==> src/hdl/ggsc_pkg.sv <==
// ----------------------------------------------------------------------------
// ggsc_pkg
// Shared types, constants and the arctangent table for the steering controller.
// ----------------------------------------------------------------------------
package ggsc_pkg;

    localparam int ITERATIONS_DEF = 14;
    localparam int SQRT_STEPS     = 17;
    localparam int XW             = 28;
    localparam int ZW             = 24;
    localparam int SQW            = 34;
    localparam int RW             = 35;
    localparam int CFG_AW         = 8;

    localparam logic signed [ZW-1:0] HALF_PI_Q20 = 24'sd1647099;
    localparam logic [SQW-1:0]       NEAR_SQ_Q24 = 34'd167772;
    localparam logic [16:0]          TURN_THRESH = 17'd819;

    typedef enum logic [CFG_AW-1:0] {
        REG_GOAL_X      = 8'd0,
        REG_GOAL_Y      = 8'd1,
        REG_SPEED_GAIN  = 8'd2,
        REG_SPEED_LIMIT = 8'd3
    } t_reg_idx;

    typedef struct packed {
        logic signed [XW-1:0] x;
        logic signed [XW-1:0] y;
        logic signed [ZW-1:0] z;
        logic [RW-1:0]        rem;
        logic [RW-1:0]        root;
        logic signed [14:0]   hd;
        logic                 far;
    } t_stage;

    function automatic logic signed [ZW-1:0] f_atan(input int unsigned i);
        logic signed [ZW-1:0] v;
        case (i)
            0:  v = 24'sd823550;
            1:  v = 24'sd486170;
            2:  v = 24'sd256879;
            3:  v = 24'sd130396;
            4:  v = 24'sd65451;
            5:  v = 24'sd32757;
            6:  v = 24'sd16383;
            7:  v = 24'sd8192;
            8:  v = 24'sd4096;
            9:  v = 24'sd2048;
            10: v = 24'sd1024;
            11: v = 24'sd512;
            12: v = 24'sd256;
            13: v = 24'sd128;
            14: v = 24'sd64;
            15: v = 24'sd32;
            16: v = 24'sd16;
            17: v = 24'sd8;
            18: v = 24'sd4;
            19: v = 24'sd2;
            20: v = 24'sd1;
            21: v = 24'sd1;
            default: v = '0;
        endcase
        return v;
    endfunction

endpackage

==> src/hdl/ggsc_tail.sv <==
// ----------------------------------------------------------------------------
// ggsc_tail
// Bearing error, speed product and final selection, two register stages.
// ----------------------------------------------------------------------------
module ggsc_tail (
    input  logic             i_clk,
    input  logic             i_rst_n,
    input  logic             i_en,
    input  logic             i_valid,
    input  ggsc_pkg::t_stage i_data,
    input  logic [15:0]      i_speed_gain,
    input  logic [15:0]      i_speed_limit,
    output logic             o_valid,
    output logic [15:0]      o_forward_speed,
    output logic [14:0]      o_turn_rate
);
    import ggsc_pkg::*;

    logic signed [ZW-1:0] w_zr;
    logic signed [15:0]   w_bearing;
    logic signed [16:0]   w_err;
    logic [16:0]          n_abs;
    logic [32:0]          n_prod;

    logic        r_valid1;
    logic        r_far1;
    logic [16:0] r_abs1;
    logic [20:0] r_speed1;
    logic        r_valid2;
    logic [15:0] r_fwd;
    logic [14:0] r_turn;

    always_comb begin
        w_zr      = i_data.z + ZW'(128);
        w_bearing = 16'(w_zr >>> 8);
        w_err     = 17'(w_bearing) - 17'(i_data.hd);
        n_abs     = w_err[16] ? 17'(-w_err) : 17'(w_err);
        n_prod    = 33'(i_speed_gain) * 33'(i_data.root[16:0]);
    end

    always_ff @(posedge i_clk) begin
        if (!i_rst_n) begin
            r_valid1 <= 1'b0;
            r_valid2 <= 1'b0;
        end else if (i_en) begin
            r_valid1 <= i_valid;
            r_valid2 <= r_valid1;
        end
    end

    always_ff @(posedge i_clk) begin
        if (i_en) begin
            r_far1   <= i_data.far;
            r_abs1   <= n_abs;
            r_speed1 <= n_prod[32:12];
            r_fwd    <= '0;
            r_turn   <= '0;
            if (r_far1) begin
                if (r_abs1 > TURN_THRESH) begin
                    r_turn <= r_abs1[14:0];
                end else if (r_speed1 > 21'(i_speed_limit)) begin
                    r_fwd <= i_speed_limit;
                end else begin
                    r_fwd <= r_speed1[15:0];
                end
            end
        end
    end

    assign o_valid         = r_valid2;
    assign o_forward_speed = r_fwd;
    assign o_turn_rate     = r_turn;
endmodule

==> config.mk <==
export PLATFORM = sky130hd
export DESIGN_NAME = ggsc_tail
export DESIGN_NICKNAME = d
export VERILOG_FILES = /design/src/hdl/ggsc_pkg.sv /design/src/hdl/ggsc_tail.sv
export SDC_FILE = /design/constraint.sdc
export NUM_CORES = 1
export LEC_CHECK = 0
export BUFFER_PORTS_ARGS = -buffer_cell sky130_fd_sc_hd__buf_2
export CORE_UTILIZATION = 50
export DETAILED_ROUTE_END_ITERATION = 8
export GPL_TIMING_DRIVEN = 0
export PLACE_DENSITY_LB_ADDON = 0.12
export SYNTH_ARGS = -nofsm -noshare
export SYNTH_HDL_FRONTEND = slang
export SYNTH_SLANG_ARGS = --single-unit
export TNS_END_PERCENT = 5
==> constraint.sdc <==
create_clock -name i_clk -period 6.85 [get_ports i_clk]
set_clock_uncertainty 0.15 [all_clocks]
set_input_delay 0.685 -clock i_clk [delete_from_list [all_inputs] [get_ports i_clk]]
set_output_delay 0.685 -clock i_clk [all_outputs]
set_load 0.01 [all_outputs]
* Word-level counts from Yosys, hierarchy flattened
Index checks and enable logic that the tools add are counted.
** Storage, ports and cells
- Register bits :: 72
- Input port bits :: 202
- Output and inout port bits :: 32
- Logic and storage cells :: 19
** Operators by class
- Add/sub/neg operators :: 3
- Multiply operators :: 1
- Order comparisons :: 2
- Mux-type cells :: 2
- Bitwise gates (word level) :: 1
- Reduce and logical (&&, ||, !) cells :: 2
** Operator list (number)
- $mul 16x17->33 :: 1
- $mux 16 :: 2
- $add 24x9->24 const B :: 1
- $gt 21x16->1 :: 1
- $gt 17x10->1 const B :: 1
- $neg 17->17 :: 1
- $sub 16x15->17 :: 1
- $reduce_and 2->1 :: 1
- $reduce_or 2->1 :: 1
- $not 1->1 :: 1

* Logic depth before layout (Yosys ltp)
- Depth in word-level cells :: 4
- Depth in mapped cells :: 23
- Mapped depth without buffers :: 22

* Worst setup path before layout
Ideal clock, no wire load.
- Path type :: input to register
- Start :: input i_speed_gain[1]
- End :: register r_speed1[19] (data pin)
- Setup time :: 0.135 ns
- Arrival :: 6.070 ns
- Required time :: 6.565 ns
- Slack :: 0.495 ns
- Cell stages on the path :: 19
- Path buffers :: 1
- Cell sequence :: clkbuf_1 -> nand2_1 -> fa_1 -> fa_1 -> fa_1 -> inv_1 -> fa_1 -> fa_1 -> inv_1 -> fa_1 -> inv_1 -> ha_1 -> a21o_1 -> a21oi_1 -> a31oi_1 -> o211a_1 -> a2111o_1 -> or4b_1 -> nand3_1
** On the way
- Longest elaborated chain between the ends :: 1
** RTL lines
- start: declaration :: line ggsc_tail.sv:11 : input logic [15:0] i_speed_gain,
- $mul 16x17->33 :: line ggsc_tail.sv:38 : n_prod = 33'(i_speed_gain) * 33'(i_data.root[16:0]);
- net n_prod[31] :: line ggsc_tail.sv:23 : logic [32:0] n_prod;
- end signal: assignment :: line ggsc_tail.sv:55 : r_speed1 <= n_prod[32:12];
- end: declaration :: line ggsc_tail.sv:28 : logic [20:0] r_speed1;
The timed path passes the listed nets, and every way through them passes these cells.
A chain may end at the register's enable or synchronous reset.

* Worst setup path after layout
- Start :: input i_speed_gain[11]
- End :: register r_speed1[19] (data pin)
The elaborated chain is that of the path after synthesis.

==> flow_summary_export.csv <==
group,metric,value,unit
power,leakage,7.190,nW
floorplanning,die_x,164.6,um
timing,worst_pin_slew,0.8830,ns
grt,antenna_found_initial,0,
grt,grt_max_degree,73,
timing,relSlewSlack,41.13,%
synthesis,syn_inst,1428,
routing,vias_per_cell,5.214,
synthesis,synth_seq_cells,72,
clock_tree,clockRootBuffer,"clkbuf_16",
floorplanning,die-area,27090,um^2
routing,dr.pass1.iters,5,
clock_tree,cts.path.max_buffers,2,
grt,busiest_layer,"met2",
setup_path,critPathRequiredTime,6.90,ns
grt,first_global_vias,9940,
setup_path,start_kind,"primary input",
clock_tree,htreeDepth,3,
layout,nNetsFinal,2083,
setup_path,crit_path_top_delay_cell,"fa_1",
setup_path,cp.arrival,6.66,ns
setup_path,endpoint_kind,"flop",
timing,max_freq,151.3,MHz
layout,antennaDiodeCount,0,
floorplanning,fp.coreArea,25980,um^2
timing,fin_crit,6.611,ns
min_path,hold_path_class,"reg -> reg",
power,ir_drop,0.8082,mV
clock_tree,clkSinkCount,72,
setup_path,cp_common_cell,"fa_1",
setup_path,crit_fanout,10,
timing,fin_crit_sh,96.52,%
clock_tree,clkTransAtPathRegs,0.06,ns
placed_design,port_buffers,117,
setup_path,critPathKind,"in -> reg",
synthesis,synthesis.area,13220,um^2
setup_path,worstPathCellList,"buf_2, clkbuf_2, nand2_1, fa_1, inv_1, fa_1, fa_1, fa_1, fa_1, inv_1, fa_1, inv_1, ha_1, and4_1, a21oi_1, nand2_1, o211a_1, a2111o_1, or4b_1, nand3_1",
synthesis,synth_cell_type_count,64,
grt,gr-usage-met1,33.32,%
clock_tree,clk_latency,0.33,ns
power,power_density,454.3,nW/um^2
layout,multi_input_area,9781,um^2
grt,track_usage,23.76,%
clock_tree,ctsHoldBuffers,0,
placed_design,place_hpwl,25770,um
placed_design,place_congestion,0.9454,
layout,drive_above_1_share,10.44,%
synthesis,syn_nets,1974,
synthesis,async_flop_share,0,%
floorplanning,start_util,50.86,%
synthesis,synth_ff_type,"edfxtp_1",
floorplanning,die_h,164.6,um
grt,met3_usage,3.415,%
grt,grt_pass1_wl,49770,um
timing,finalHoldViolCount,0,
synthesis,synth_area_per_cell,9.255,um^2
run,maxCapViolCount,0,
floorplanning,ios,234,
routing,ant_nets,0,
clock_tree,cts_inserted_buffers,9,
layout,nFillCells,2410,
floorplanning,std_cell_rows,59,
grt,globalRouteOverflowTotal,0,
setup_path,slowest_delay,0.61,ns
routing,drc,0,
routing,wl_per_cell,15.79,um
outcome,status,"completed",
routing,wl,29640,um
synthesis,ys_seq_area_share,16.21,%
routing,drt_iter0_markers,378,
timing,holdWs,0.3653,ns
synthesis,synth_edf_count,70,
timing,rsz0062_at_grt,"no",
layout,seq_area,2142,um^2
timing,finalSetupViolCount,0,
layout,syn2layout_area_growth,9.429,%
synthesis,ys_warn_count,0,
clock_tree,tritoncts,"yes",
timing,slew_viol_final,0,
placed_design,pre_cts_ws,-0.6822,ns
grt,grt_use_met2,38.75,%
routing,vias,9786,
timing,setup_ws,0.2386,ns
-- stage by stage --
stage,std cells,setup TNS (ns),utilization (%),power [mW],area [um^2]
final,1877,0,55.66,6.571,14460
after global routing,1877,0,55.66,7.390,14460
after CTS,1888,0,55.70,6.617,14470
after detailed placement,1880,-5.530,54.74,6.165,14220
after global placement,1880,-4.965,54.73,6.107,14220
after floorplan,1428,0,-,4.887,13220
-- final cells by class --
class	count	area share, %
Sequential cell	72	14.81
Clock inverter	6	0.2509
Clock buffer	10	1.583
Tap cell	335	2.898
Timing Repair Buffer	118	4.118
Buffer	24	0.8738
Multi-Input combinational cell	1010	67.63
Inverter	302	7.838
-- registers in the layout (all words and copies together) (netlist names) --
name / flops
r_valid1: 1
o_turn_rate: 15
r_abs1: 17
o_forward_speed: 16
o_valid: 1
r_speed1: 21
r_far1: 1
-- worst paths after layout --
path                         start                   to  slack [ns]  depth (start not counted)
setup / recovery  i_speed_gain[11]         r_speed1[19]        0.24                         20
hold reg to reg            o_valid              o_valid        0.37                          2
setup reg to reg      r_speed1[10]  o_forward_speed[13]        3.79                          9
hold / removal             o_valid              o_valid        0.37                          2
-- power by group --
part | switching [mW] | internal (mW)
combinational | 3.03 | 2.21
clock | 0.169 | 0.242
sequential | 0.0532 | 0.865
-- layer usage --
metal / vias to the layer above / wire length, um
met2: 221 / 14210
met1: 4821 / 13520
met3: 28 / 1301
li1: 4716 / -
met5: - / 0
met4: 0 / 603
-- cell usage in the layout (no fill, tap or decap), drive strengths merged, types with 5 or more instances in the layout --
cell / netlist / routed
nor3: 16 / 16
a21o: 14 / 14
and2: 157 / 157
xor2: 23 / 23
clkbuf: 43 / 28
edfxtp: 70 / 70
and3: 10 / 10
nor2: 34 / 34
a31oi: 8 / 8
nand3: 31 / 31
a21oi: 44 / 44
ha: 136 / 136
inv: 302 / 302
fa: 208 / 208
nor2b: 9 / 9
nand2: 158 / 158
o21ai: 42 / 42
nand4: 10 / 10
buf: 1 / 124
xnor2: 39 / 39
o21a: 5 / 5
-- synth_stat cells (all sizes together) (3+ instances only) --
| cell type | number | area share, % |
|---|---|---|
| xnor2 | 39 | 2.6 |
| or3 | 3 | 0.22 |
| o21a | 5 | 0.28 |
| nor2b | 9 | 0.43 |
| clkbuf | 43 | 1.2 |
| a31oi | 8 | 0.38 |
| nand4 | 10 | 0.47 |
| a2111o | 4 | 0.34 |
| ha | 136 | 13 |
| edfxtp | 70 | 16 |
| nor2 | 34 | 0.97 |
| nor3 | 16 | 0.73 |
| and2 | 157 | 7.4 |
| nand2 | 158 | 4.5 |
| a21oi | 44 | 1.7 |
| and4 | 3 | 0.20 |
| a31o | 3 | 0.20 |
| a21o | 14 | 0.80 |
| a211oi | 4 | 0.23 |
| o21ai | 42 | 1.6 |
| nor3b | 3 | 0.21 |
| fa | 208 | 32 |
| inv | 302 | 8.6 |
| nor4 | 3 | 0.14 |
| xor2 | 23 | 1.5 |
| and3 | 10 | 0.47 |
| nand3 | 31 | 1.2 |
| o22a | 3 | 0.20 |
| nand2b | 4 | 0.19 |
| o211ai | 4 | 0.27 |
-- cell families (layout without fill, tap and decap cells) --
kind of cell,after synthesis,in the layout,share of synthesized area (%)
AND/OR/NAND/NOR,451,451,17.75
buffers and inverters,346,460,9.836
adder cells (fa/ha/maj),344,344,44.38
AO/OA/AOI/OAI,151,151,7.507
flip-flops,72,72,16.21
XOR/XNOR,62,62,4.165
multiplexers,2,2,0.1515
-- timing repair --
action,CTS,global route
endpoints found under the setup margin,8,7
setup buffers,0,1
pin swaps,0,1
hold endpoints to repair,0,0
gates resized for setup,8,28
-- worst max-delay path: cells and delay by family --
kind                       cells  cell delay [ns]
AOI/OAI and AO/OA              3             0.80
buffers and inverters          5             0.70
adders and majority gates      7             3.36
and+or+nand+nor                5             1.09
Power figures use the tool's default switching activity.
