<file path="src/hdl/ggsc_pkg.sv">
// ----------------------------------------------------------------------------
// ggsc_pkg
// Shared types, constants and the arctangent table for the steering controller.
// ----------------------------------------------------------------------------
package ggsc_pkg;

    localparam int ITERATIONS_DEF = 14;
    localparam int SQRT_STEPS     = 17;
    localparam int XW             = 28;
    localparam int ZW             = 24;
    localparam int SQW            = 34;
    localparam int RW             = 35;
    localparam int CFG_AW         = 8;

    localparam logic signed [ZW-1:0] HALF_PI_Q20 = 24'sd1647099;
    localparam logic [SQW-1:0]       NEAR_SQ_Q24 = 34'd167772;
    localparam logic [16:0]          TURN_THRESH = 17'd819;

    typedef enum logic [CFG_AW-1:0] {
        REG_GOAL_X      = 8'd0,
        REG_GOAL_Y      = 8'd1,
        REG_SPEED_GAIN  = 8'd2,
        REG_SPEED_LIMIT = 8'd3
    } t_reg_idx;

    typedef struct packed {
        logic signed [XW-1:0] x;
        logic signed [XW-1:0] y;
        logic signed [ZW-1:0] z;
        logic [RW-1:0]        rem;
        logic [RW-1:0]        root;
        logic signed [14:0]   hd;
        logic                 far;
    } t_stage;

    function automatic logic signed [ZW-1:0] f_atan(input int unsigned i);
        logic signed [ZW-1:0] v;
        case (i)
            0:  v = 24'sd823550;
            1:  v = 24'sd486170;
            2:  v = 24'sd256879;
            3:  v = 24'sd130396;
            4:  v = 24'sd65451;
            5:  v = 24'sd32757;
            6:  v = 24'sd16383;
            7:  v = 24'sd8192;
            8:  v = 24'sd4096;
            9:  v = 24'sd2048;
            10: v = 24'sd1024;
            11: v = 24'sd512;
            12: v = 24'sd256;
            13: v = 24'sd128;
            14: v = 24'sd64;
            15: v = 24'sd32;
            16: v = 24'sd16;
            17: v = 24'sd8;
            18: v = 24'sd4;
            19: v = 24'sd2;
            20: v = 24'sd1;
            21: v = 24'sd1;
            default: v = '0;
        endcase
        return v;
    endfunction

endpackage

</file>
<file path="src/hdl/ggsc_stage.sv">
// ----------------------------------------------------------------------------
// ggsc_stage
// One pipeline stage: a CORDIC vectoring step (if IDX < ITERS) and one root digit (if IDX < SQRT_STEPS).
// ----------------------------------------------------------------------------
module ggsc_stage #(
    parameter int IDX   = 0,
    parameter int ITERS = 14
) (
    input  logic            i_clk,
    input  logic            i_rst_n,
    input  logic            i_en,
    input  logic            i_valid,
    input  ggsc_pkg::t_stage i_data,
    output logic            o_valid,
    output ggsc_pkg::t_stage o_data
);
    import ggsc_pkg::*;

    localparam logic [RW-1:0] BIT = (IDX < SQRT_STEPS) ?
        (RW'(1) << (2 * (SQRT_STEPS - 1 - IDX))) : '0;

    logic   r_valid;
    t_stage r_data;
    t_stage n_data;
    logic [RW-1:0] w_trial;

    always_comb begin
        n_data  = i_data;
        w_trial = i_data.root + BIT;
        if (IDX < ITERS) begin
            if (i_data.y >= 0) begin
                n_data.x = i_data.x + (i_data.y >>> IDX);
                n_data.y = i_data.y - (i_data.x >>> IDX);
                n_data.z = i_data.z + f_atan(IDX);
            end else begin
                n_data.x = i_data.x - (i_data.y >>> IDX);
                n_data.y = i_data.y + (i_data.x >>> IDX);
                n_data.z = i_data.z - f_atan(IDX);
            end
        end
        if (IDX < SQRT_STEPS) begin
            if (i_data.rem >= w_trial) begin
                n_data.rem  = i_data.rem - w_trial;
                n_data.root = (i_data.root >> 1) + BIT;
            end else begin
                n_data.root = i_data.root >> 1;
            end
        end
    end

    always_ff @(posedge i_clk) begin
        if (!i_rst_n) begin
            r_valid <= 1'b0;
        end else if (i_en) begin
            r_valid <= i_valid;
        end
    end

    always_ff @(posedge i_clk) begin
        if (i_en) begin
            r_data <= n_data;
        end
    end

    assign o_valid = r_valid;
    assign o_data  = r_data;
endmodule

</file>
<file path="config.mk">
export PLATFORM = sky130hd
export DESIGN_NAME = ggsc_stage
export DESIGN_NICKNAME = d
export VERILOG_FILES = /design/src/hdl/ggsc_pkg.sv /design/src/hdl/ggsc_stage.sv
export SDC_FILE = /design/constraint.sdc
export NUM_CORES = 1
export LEC_CHECK = 0
export ABC_CLOCK_PERIOD_IN_PS = 10600
export CAP_MARGIN = 10
export CORE_MARGIN = 2
export CORE_UTILIZATION = 70
export DETAILED_ROUTE_END_ITERATION = 16
export DONT_BUFFER_PORTS = 1
export PLACE_DENSITY_LB_ADDON = 0.1
export SLEW_MARGIN = 20
export SYNTH_ARGS = -nofsm -noshare
export SYNTH_HDL_FRONTEND = slang
export SYNTH_SLANG_ARGS = --single-unit
</file>
<file path="constraint.sdc">
create_clock -name i_clk -period 10.6 [get_ports i_clk]
set_input_delay 1.06 -clock i_clk [delete_from_list [all_inputs] [get_ports i_clk]]
set_output_delay 1.06 -clock i_clk [all_outputs]
set_load 0.005 [all_outputs]
</file>
**Word-level counts from Yosys, hierarchy flattened**

Index checks and enable logic that the tools add are counted.

- Register bits after elaboration: 167
- Bits in latches: 0
- RAM bits: 0
- ROM bits: 0
- Bits of input ports: 170
- Word-level logic and storage cells: 22
- Memories kept: 0

- $add $sub $neg: 8
- Multiply operators: 0
- Divide/modulo/power cells: 0
- Order comparisons: 2
- Eq/ne operators: 0
- Shift operators: 0
- Mux-type cells: 3
- Bitwise gates (word level): 0
- Reduce and logical (&&, ||, !) cells: 0

Operators by type and width:

| operator | count |
|---|---|
| $mux 80 | 1 |
| $sub 28x28->28 | 2 |
| $add 34x33->35 const B | 1 |
| $add 35x33->35 const B | 1 |
| $ge 35x35->1 | 1 |
| $mux 35 | 1 |
| $sub 35x35->35 | 1 |
| $mux 34 | 1 |
| $add 28x28->28 | 1 |
| $ge 28x1->1 const B | 1 |
| $add 24x21->24 const B | 1 |
| $sub 24x21->24 const B | 1 |

**Longest topological paths before layout**

Gate-level depths: netlist (run 1).

- Depth in word-level cells: 3
- Depth in mapped cells: 16
- Mapped depth without buffers: 12

**Worst setup path before layout (run 1)**

Ideal clock, no wire load.

- Path kind: input to register
- Start: in i_data[137] (netlist name)
- End: reg r_data (netlist bit o_data[108]) (data pin)
- Arrival time: 4323 ps
- Slack: 6019 ps
- Stages: 15
- Cells stage by stage: buf_2 -> inv_2 -> clkbuf_1 -> buf_1 -> clkbuf_1 -> ha_1 -> o21a_1 -> nor2_1 -> a211o_1 -> o311ai_2 -> a31o_2 -> a21oi_1 -> o31ai_1 -> mux2i_1 -> xnor2_1

RTL lines:

| what | line | source |
|---|---|---|
| start, declared | ggsc_stage.sv:13 | `input ggsc_pkg::t_stage i_data,` |
| end signal, assigned | ggsc_stage.sv:61 | `r_data <= n_data;` |
| end, declared | ggsc_stage.sv:23 | `t_stage r_data;` |

==> impl_results.md, run 1 <==
* Logic pwr share at 0.250
* Worst-skew pair later-pin latency at 0.44 ns
* Wire length per cell at ~22 microns
* Setup crit end kind: register
* Post-synth EDFFs at roughly 170
* Fin crit period at ~3.9 ns
* Final Hold Fails at 0
* RSZ-0062 raised after global routing: no
* P_leak at between 5 and 6 nW
* Final WL at 33.8 mm
* Synth area leader: edfxtp_1
* Relative slew slack at 0.428
* Hold buffers post-CTS at 0
* Met2 usage at 0.567
* Worst r2r path cells at 2
* Kind of critical path: in -> reg
* First-pass GRT wire length at 51.5 mm
* Most used DFF post-synth: edfxtp_1
* Largest cells by area after synthesis: edfxtp_1 (38%), ha_1 (12%), xnor2_1 (5.3%)
* R2R Path End: o_valid
* Avg Cell Area, Syn at 9.61 sq um
* Nets at 1623
* Worst-margin pin slew at roughly 0.85 ns
* # clock sinks at between 150 and 200
* Core ar. at about 19000 sq um
* Port Buf Inserts at 0
* Post-CTS setup buffers at 0
* Clock Path Buffers at 2
* Slew Viols, Final at 0
* Ys async rst share at 0
* DIE HEIGHT at between 100 and 150 microns
* Hold Worst Slack at roughly 0.57 ns
* Cell-internal power at 0.00139 W
* Post-route DRC violation count at 0
* Area grow syn2layout at 4.96%
* CP cell instances: inv_1, ha_1, fa_1, nor2b_1, o2111ai_1, a311oi_1, o31ai_1, o21ai_0, o41ai_1, o21ai_0, xor2_1, mux2_4
* YS warnings at 0
* Die width at approximately 140 microns
* Tcrit/Tclk final at 0.371
* Worst-path clk slew at approximately 0.08 ns
* Vias in the first global route at slightly below 10000
* Routability cong. at approximately 1
* Yosys top cell area share at 0.378
* P_sw at approximately 0.00066 W
* DR vias at 10400
* Critical path origin: i_data[51]
* Critical path's most frequent cell: o21ai_0
* Met3 Use GR at 0.0717
* CTS tree: yes
* Die Footprint at roughly 20000 sq um
* Critical Path Max Stage Delay at a little over 0.7 ns
* Critical R2R Launch: o_valid
* Peak VDD IR at 107 uV
* FF+latch count, synth at approximately 170
* Setup_tns at 0 ns
* Status: completed
* Starting Density at 0.708
* Clock power share at 0.311
* CTS HTree Levels at 4
* Avg Vias per Cell at about 6.6
* Share of cells above drive strength 1 at 0.0682
* Met1 Usage GRT at 0.404
* Skew final at 0 ns
* Tot GR Track Use at 0.330
* Final setup fails at 0
* CTS buffer count at 17
* Starting DRC count in detailed routing at 901
* Initial antenna violation count at 0
* FF-to-FF setup slack at between 9 and 10 ns
* Sequential group share of total power at 0.439
* Yosys cell types at around 80
* Post-synth top cells: edfxtp_1 (165), a21oi_1 (133), inv_1 (132), ha_1 (128), nor2_1 (101)
* CP endpoint: o_data[81]
* Sw Ratio at 0.324
* Max Cap Viol at 0
* Crit path DAT at 4.13 ns
* Final Non-Filler Cells at between 1500 and 2000
* # placed instances at 1536
* Site Rows at 50
* Top-count cell post-synth: edfxtp_1
* Dpl hpwl at approximately 26 mm
* Critical-path top delay cell: o41ai_1
* Pwr per Cell Area at 149 nW/um^2
* Crit-path max FO at 3
* Startpoint Class: input port
* Post-Syn Area at 13100 sq um
* CTS root buf: clkbuf_16
* Detailed Routing Iterations Pass 1 at 8
* Antenna Nets Post-Route at 0
* Mapped Nets at around 1700
* Antenna fix cells at 0
* Fmax at between 0.2 and 0.3 GHz
* Seq/Total Area, Yosys at 0.380
* Synth Instances at about 1400
* Largest net degree at the start of global routing at 167
* Worst path required time at approximately 11 ns
* Class of the worst hold path: reg -> reg
* IO Pins at roughly 340
* CTS resizes at 0
* Overflow after GRT at 0
* GR peak layer: met2
==> per-stage QoR <==
stage / setup WS (ns) / power, W / util / area (sq um)
after floorplan: 6.02 / 0.00130 / - / 13100
after detailed placement: 6.31 / 0.00141 / 0.710 / 13100
after global placement: 6.38 / 0.00140 / 0.710 / 13100
after global routing: 6.49 / 0.00213 / 0.743 / 13800
final: 6.66 / 0.00205 / 0.743 / 13800
after CTS: 6.77 / 0.00205 / 0.743 / 13800
==> power groups by stage <==
stage	sequential, W	combinational, W	clock (W)
floorplan	0.000887	0.000410	0
global placement	0.000914	0.000490	0
detailed placement	0.000915	0.000497	0
CTS	0.000901	0.000502	0.000643
global route	0.000906	0.000558	0.000668
finish	0.000899	0.000513	0.000638
==> cells in the final DEF, fill, tap and decap left out, drive strengths merged, types with 6 or more instances in the layout <==
cell type and instances:
clkbuf 17, edfxtp 165, mux2 34, a31oi 11, o21bai 29, nor2 101, nand3 18, nor2b 21
a211o 7, xor2 27, xnor2 79, a211oi 17, ha 128, and3 10, mux2i 23, o31ai 7
nand2b 10, or2 6, inv 140, o21a 15, nand4 19, or3 9, nor3 29, nand2 63
a21oi 134, o21ai 73, a21o 27, and2 10, o211ai 11, clkinv 9
==> sequential cells by signal, summed over array words and instances, names as in the netlist <==
register / cells
o_data: 165
o_valid: 1
==> worst min-delay path by stage <==
stage	from	endpoint	slack, ns	cells past startpoint
floorplan	o_valid	o_valid	0.51	2
global placement	o_valid	o_valid	0.53	2
detailed placement	o_valid	o_valid	0.57	2
CTS	o_valid	o_valid	0.58	2
global route	o_valid	o_valid	0.58	2
finish	o_valid	o_valid	0.57	2
==> final cells by class <==
cell class              count  area (sq um)
flip-flops and latches    166          4970
inverters                 135           507
clock inverters            15           193
multi-input cells         998          7340
well taps                 234           293
fillers                  1324          4760
repair buffers              3          22.5
clock buffers              17           425
==> cell families after synthesis <==
| logic type | Yosys count | share of synthesized area |
|---|---|---|
| buffers and inverters | 200 | 0.0608 |
| AND/OR/NAND/NOR | 311 | 0.115 |
| AO/OA/AOI/OAI | 392 | 0.194 |
| flip-flops | 166 | 0.380 |
| adder cells (fa/ha/maj) | 132 | 0.128 |
| multiplexers | 57 | 0.0511 |
| XOR/XNOR | 106 | 0.0708 |
==> metal layers <==
layer / wire (microns) / up-vias
met2: 16700 / 591
met4: 1360 / 0
met1: 12700 / 4886
met5: 0 / -
met3: 3130 / 92
li1: - / 4850
==> worst max-delay path, delay by kind of cell <==
| family | cells | cell delay (ns) |
|---|---|---|
| and+or+nand+nor | 1 | 0.08 |
| buffers and inverters | 1 | 0.07 |
| AOI/OAI and AO/OA | 6 | 2.01 |
| xor gates and xnor gates | 1 | 0.18 |
| muxes | 1 | 0.26 |
| adders and majority gates | 2 | 0.46 |
(Power assumes the default switching activity.)
==> run 2: changes to the inputs <==
ABC_AREA = 1   (was not set)
ABC_CLOCK_PERIOD_IN_PS = 3900   (was 10600)
CORE_UTILIZATION = 66   (was 70)
clock period = 3.9 ns   (was 10.6 ns; I/O delays follow)
==> impl_results.md, run 2 <==
* Overflow after GRT at 0 (unchanged)
* Skew final at 0 ns (unchanged)
* Synth area leader: edfxtp_1
* Starting DRC count in detailed routing at 1457 (+62%)
* Overall Power at 0.00589 W (+190%)
* Fin crit period at ~2.5 ns
* Clock power share at 0.299 (-0.012)
* CTS HTree Levels at 4 (unchanged)
* Top-count cell post-synth: nand2_1
* P_sw at 0.00222 W (+230%)
* Class of the worst hold path: in -> reg
* Commonest non-fill, non-tap cell in the layout: nand2_1
* Sequential group share of total power at 0.411 (-0.028)
* Final Hold Fails at 0 (unchanged)
* Wire length per cell at 19.2 microns (-11%)
* Yosys top cell area share at 0.319 (-0.0592)
* Avg Vias per Cell at 5.94 (-11%)
* IO Pins at 337 (unchanged)
* Worst-skew pair later-pin latency at 0.44 ns (about the same)
* RSZ-0062 raised after global routing: no
* Cell-internal power at 0.00367 W (+160%)
* Setup WS post-layout at 1.41 ns (-5.25 ns)
* Die Footprint at 24800 sq um (+25%)
* Dpl hpwl at 40.3 mm (+56%)
* Startpoint Class: input port
* Synth Instances at 2293 (+68%)
* Status: completed
* Post-route DRC violation count at 0 (unchanged)
* # clock sinks at 166 (unchanged)
* Antenna Nets Post-Route at 0 (unchanged)
* Fmax at roughly 0.4 GHz
* Mapped Nets at 2595 (+56%)
* Kind of critical path: in -> reg
* Relative slew slack at 0.534 (+0.106)
* Post-CTS setup buffers at 0 (unchanged)
* Crit-path max FO at 40 (+37)
* Hold buffers post-CTS at 0 (unchanged)
* Area grow syn2layout at 4.69%
* CTS tree: yes
* Post-synth EDFFs at 165 (unchanged)
* Most used DFF post-synth: edfxtp_1
* Commonest cells after routing, fill and taps aside: nand2_1 (733), inv_1 (377), nor2_1 (187)
* DR vias at 15400 (+48%)
* Site Rows at 56 (+12%)
* CTS buffer count at 17 (unchanged)
* FF+latch count, synth at 166 (unchanged)
* Die width at 157 microns (+12%)
* Clock Path Buffers at 2 (unchanged)
* Logic pwr share at 0.290 (+0.040)
* Setup crit end kind: register
* Slew Viols, Final at 0 (unchanged)
* Final setup fails at 0 (unchanged)
* Tot GR Track Use at 0.394 (+0.0638)
* Seq/Total Area, Yosys at 0.320 (-0.0595)
* DIE HEIGHT at 157 microns (+12%)
* Starting Density at 0.668 (-0.0397)
* Peak VDD IR at 249 uV (+130%)
* Pre-CTS WS at 1.02 ns (-5.29 ns)
* Max reg flops at 165 (unchanged)
* Sw Ratio at 0.376 (+0.0528)
* YS warnings at 0 (unchanged)
* Max Cap Viol at 0 (unchanged)
* Crit path DAT at 2.68 ns (-1.45 ns)
* Routability cong. at 1.05 (+7.0%)
* Worst-path clk slew at 0.08 ns (about the same)
* Antenna fix cells at 0 (unchanged)
* Final WL at 50.0 mm (+48%)
* Port Buf Inserts at 0 (unchanged)
* Largest net degree at the start of global routing at 168 (+0.60%)
* Pwr per Cell Area at 362 nW/um^2 (+140%)
* CTS root buf: clkbuf_16
* First-pass GRT wire length at 74.9 mm (+45%)
* Ys async rst share at 0 (unchanged)
* Post-Syn Area at 15500 sq um (+19%)
* Post-synth top cells: nand2_1 (733), inv_1 (377), nor2_1 (187), nand3_1 (185), edfxtp_1 (165)
* Vias in the first global route at 14600 (+51%)
* Worst-margin pin slew at 0.700 ns (-0.147 ns)
* Final core utilization at 0.699 (-0.0435)
* Yosys cell types at 46 (-44%)
* Worst path required time at 4.09 ns (-6.71 ns)
* Avg Cell Area, Syn at 6.78 sq um (-29%)
* Tcrit/Tclk final at 0.639
* Core ar. at 23300 sq um (+26%)
* Setup_tns at 0 ns (unchanged)
* Largest cells by area after synthesis: edfxtp_1 (32%), nand2_1 (18%), ha_1 (10%)
* Nets at 2567 (+58%)
* Detailed Routing Iterations Pass 1 at 6 (-2)
* Share of cells above drive strength 1 at 0.0334 (-0.0349)
* Initial antenna violation count at 0 (unchanged)
* CTS resizes at 0 (unchanged)
* P_leak at 8.36 nW (+46%)
run 2: changes by cell type after synthesis, sizes merged, moves of 34 or more:
cell | before | now
o21ai | 73 | 114
mux2 | 34 | 0
xnor2 | 79 | 7
nand2 | 63 | 737
inv | 133 | 392
nor2 | 101 | 198
clkbuf | 45 | 5
nand3 | 18 | 186
run 2: final cells by class:
type | instances | area, sq um
Multi-Input combinational cell | 1687 | 8810
Sequential cell | 166 | 4970
Clock buffer | 17 | 425
Timing Repair Buffer | 1 | 7.51
Fill cell | 2041 | 6990
Inverter | 392 | 1470
Tap cell | 319 | 399
Clock inverter | 15 | 181
run 2: power by group through the flow:
stage | Combinational, W | Sequential (W) | Clock (W)
6_report | 0.00171 | 0.00242 | 0.00176
5_1_grt | 0.00190 | 0.00244 | 0.00182
4_1_cts | 0.00166 | 0.00242 | 0.00176
3_5_place_dp | 0.00165 | 0.00246 | 0
3_3_place_gp | 0.00161 | 0.00245 | 0
2_1_floorplan | 0.00127 | 0.00239 | 0
run 2: worst paths after layout:
kind | to | slack [ns] | start | depth (start not counted)
max reg2reg | o_valid | 3.19 | o_valid | 2
min | o_data[8] | 0.04 | i_data[8] | 0
max | o_data[73] | 1.41 | i_data[24] | 13
min reg2reg | o_valid | 0.61 | o_valid | 2
run 2: cell families after synthesis:
group | after synthesis | synth area share
flops | 166 | 0.320
simple gates | 1201 | 0.323
buf+inv | 440 | 0.113
fa+ha+maj | 132 | 0.108
compound gates | 304 | 0.107
xor+xnor | 50 | 0.0291
run 2: worst max-delay path: stages:
cell	delay (ns)
inv_1	0.03
ha_1	0.34
nand2_1	0.13
nor2_1	0.25
nand3_1	0.12
nand3_1	0.20
nand2_1	0.10
nand2_1	0.13
nand2_2	0.07
nand2_4	0.39
inv_4	0.26
nand2_1	0.15
nand2_1	0.07
run 2: per-layer routing:
| metal | global-route usage | vias to the layer above | part of all wire | routed length (microns) |
|---|---|---|---|---|
| met1 | 0.428 | 6930 | 0.36 | 17800 |
| met3 | 0.0708 | 245 | 0.086 | 4290 |
| met4 | 0.283 | 0 | 0.079 | 3930 |
| met2 | 0.689 | 939 | 0.48 | 23900 |
| met5 | 0 | - | 0 | 0 |
| li1 | - | 7313 | - | - |
run 2: stage by stage:
stage	hold WS [ns]	instances	instance area, sq um
global route	0.0193	2597	16300
CTS	0.0255	2597	16300
floorplan	0.483	2293	15500
finish	0.0357	2597	16300
detailed placement	0.489	2565	15700
global placement	0.489	2565	15700
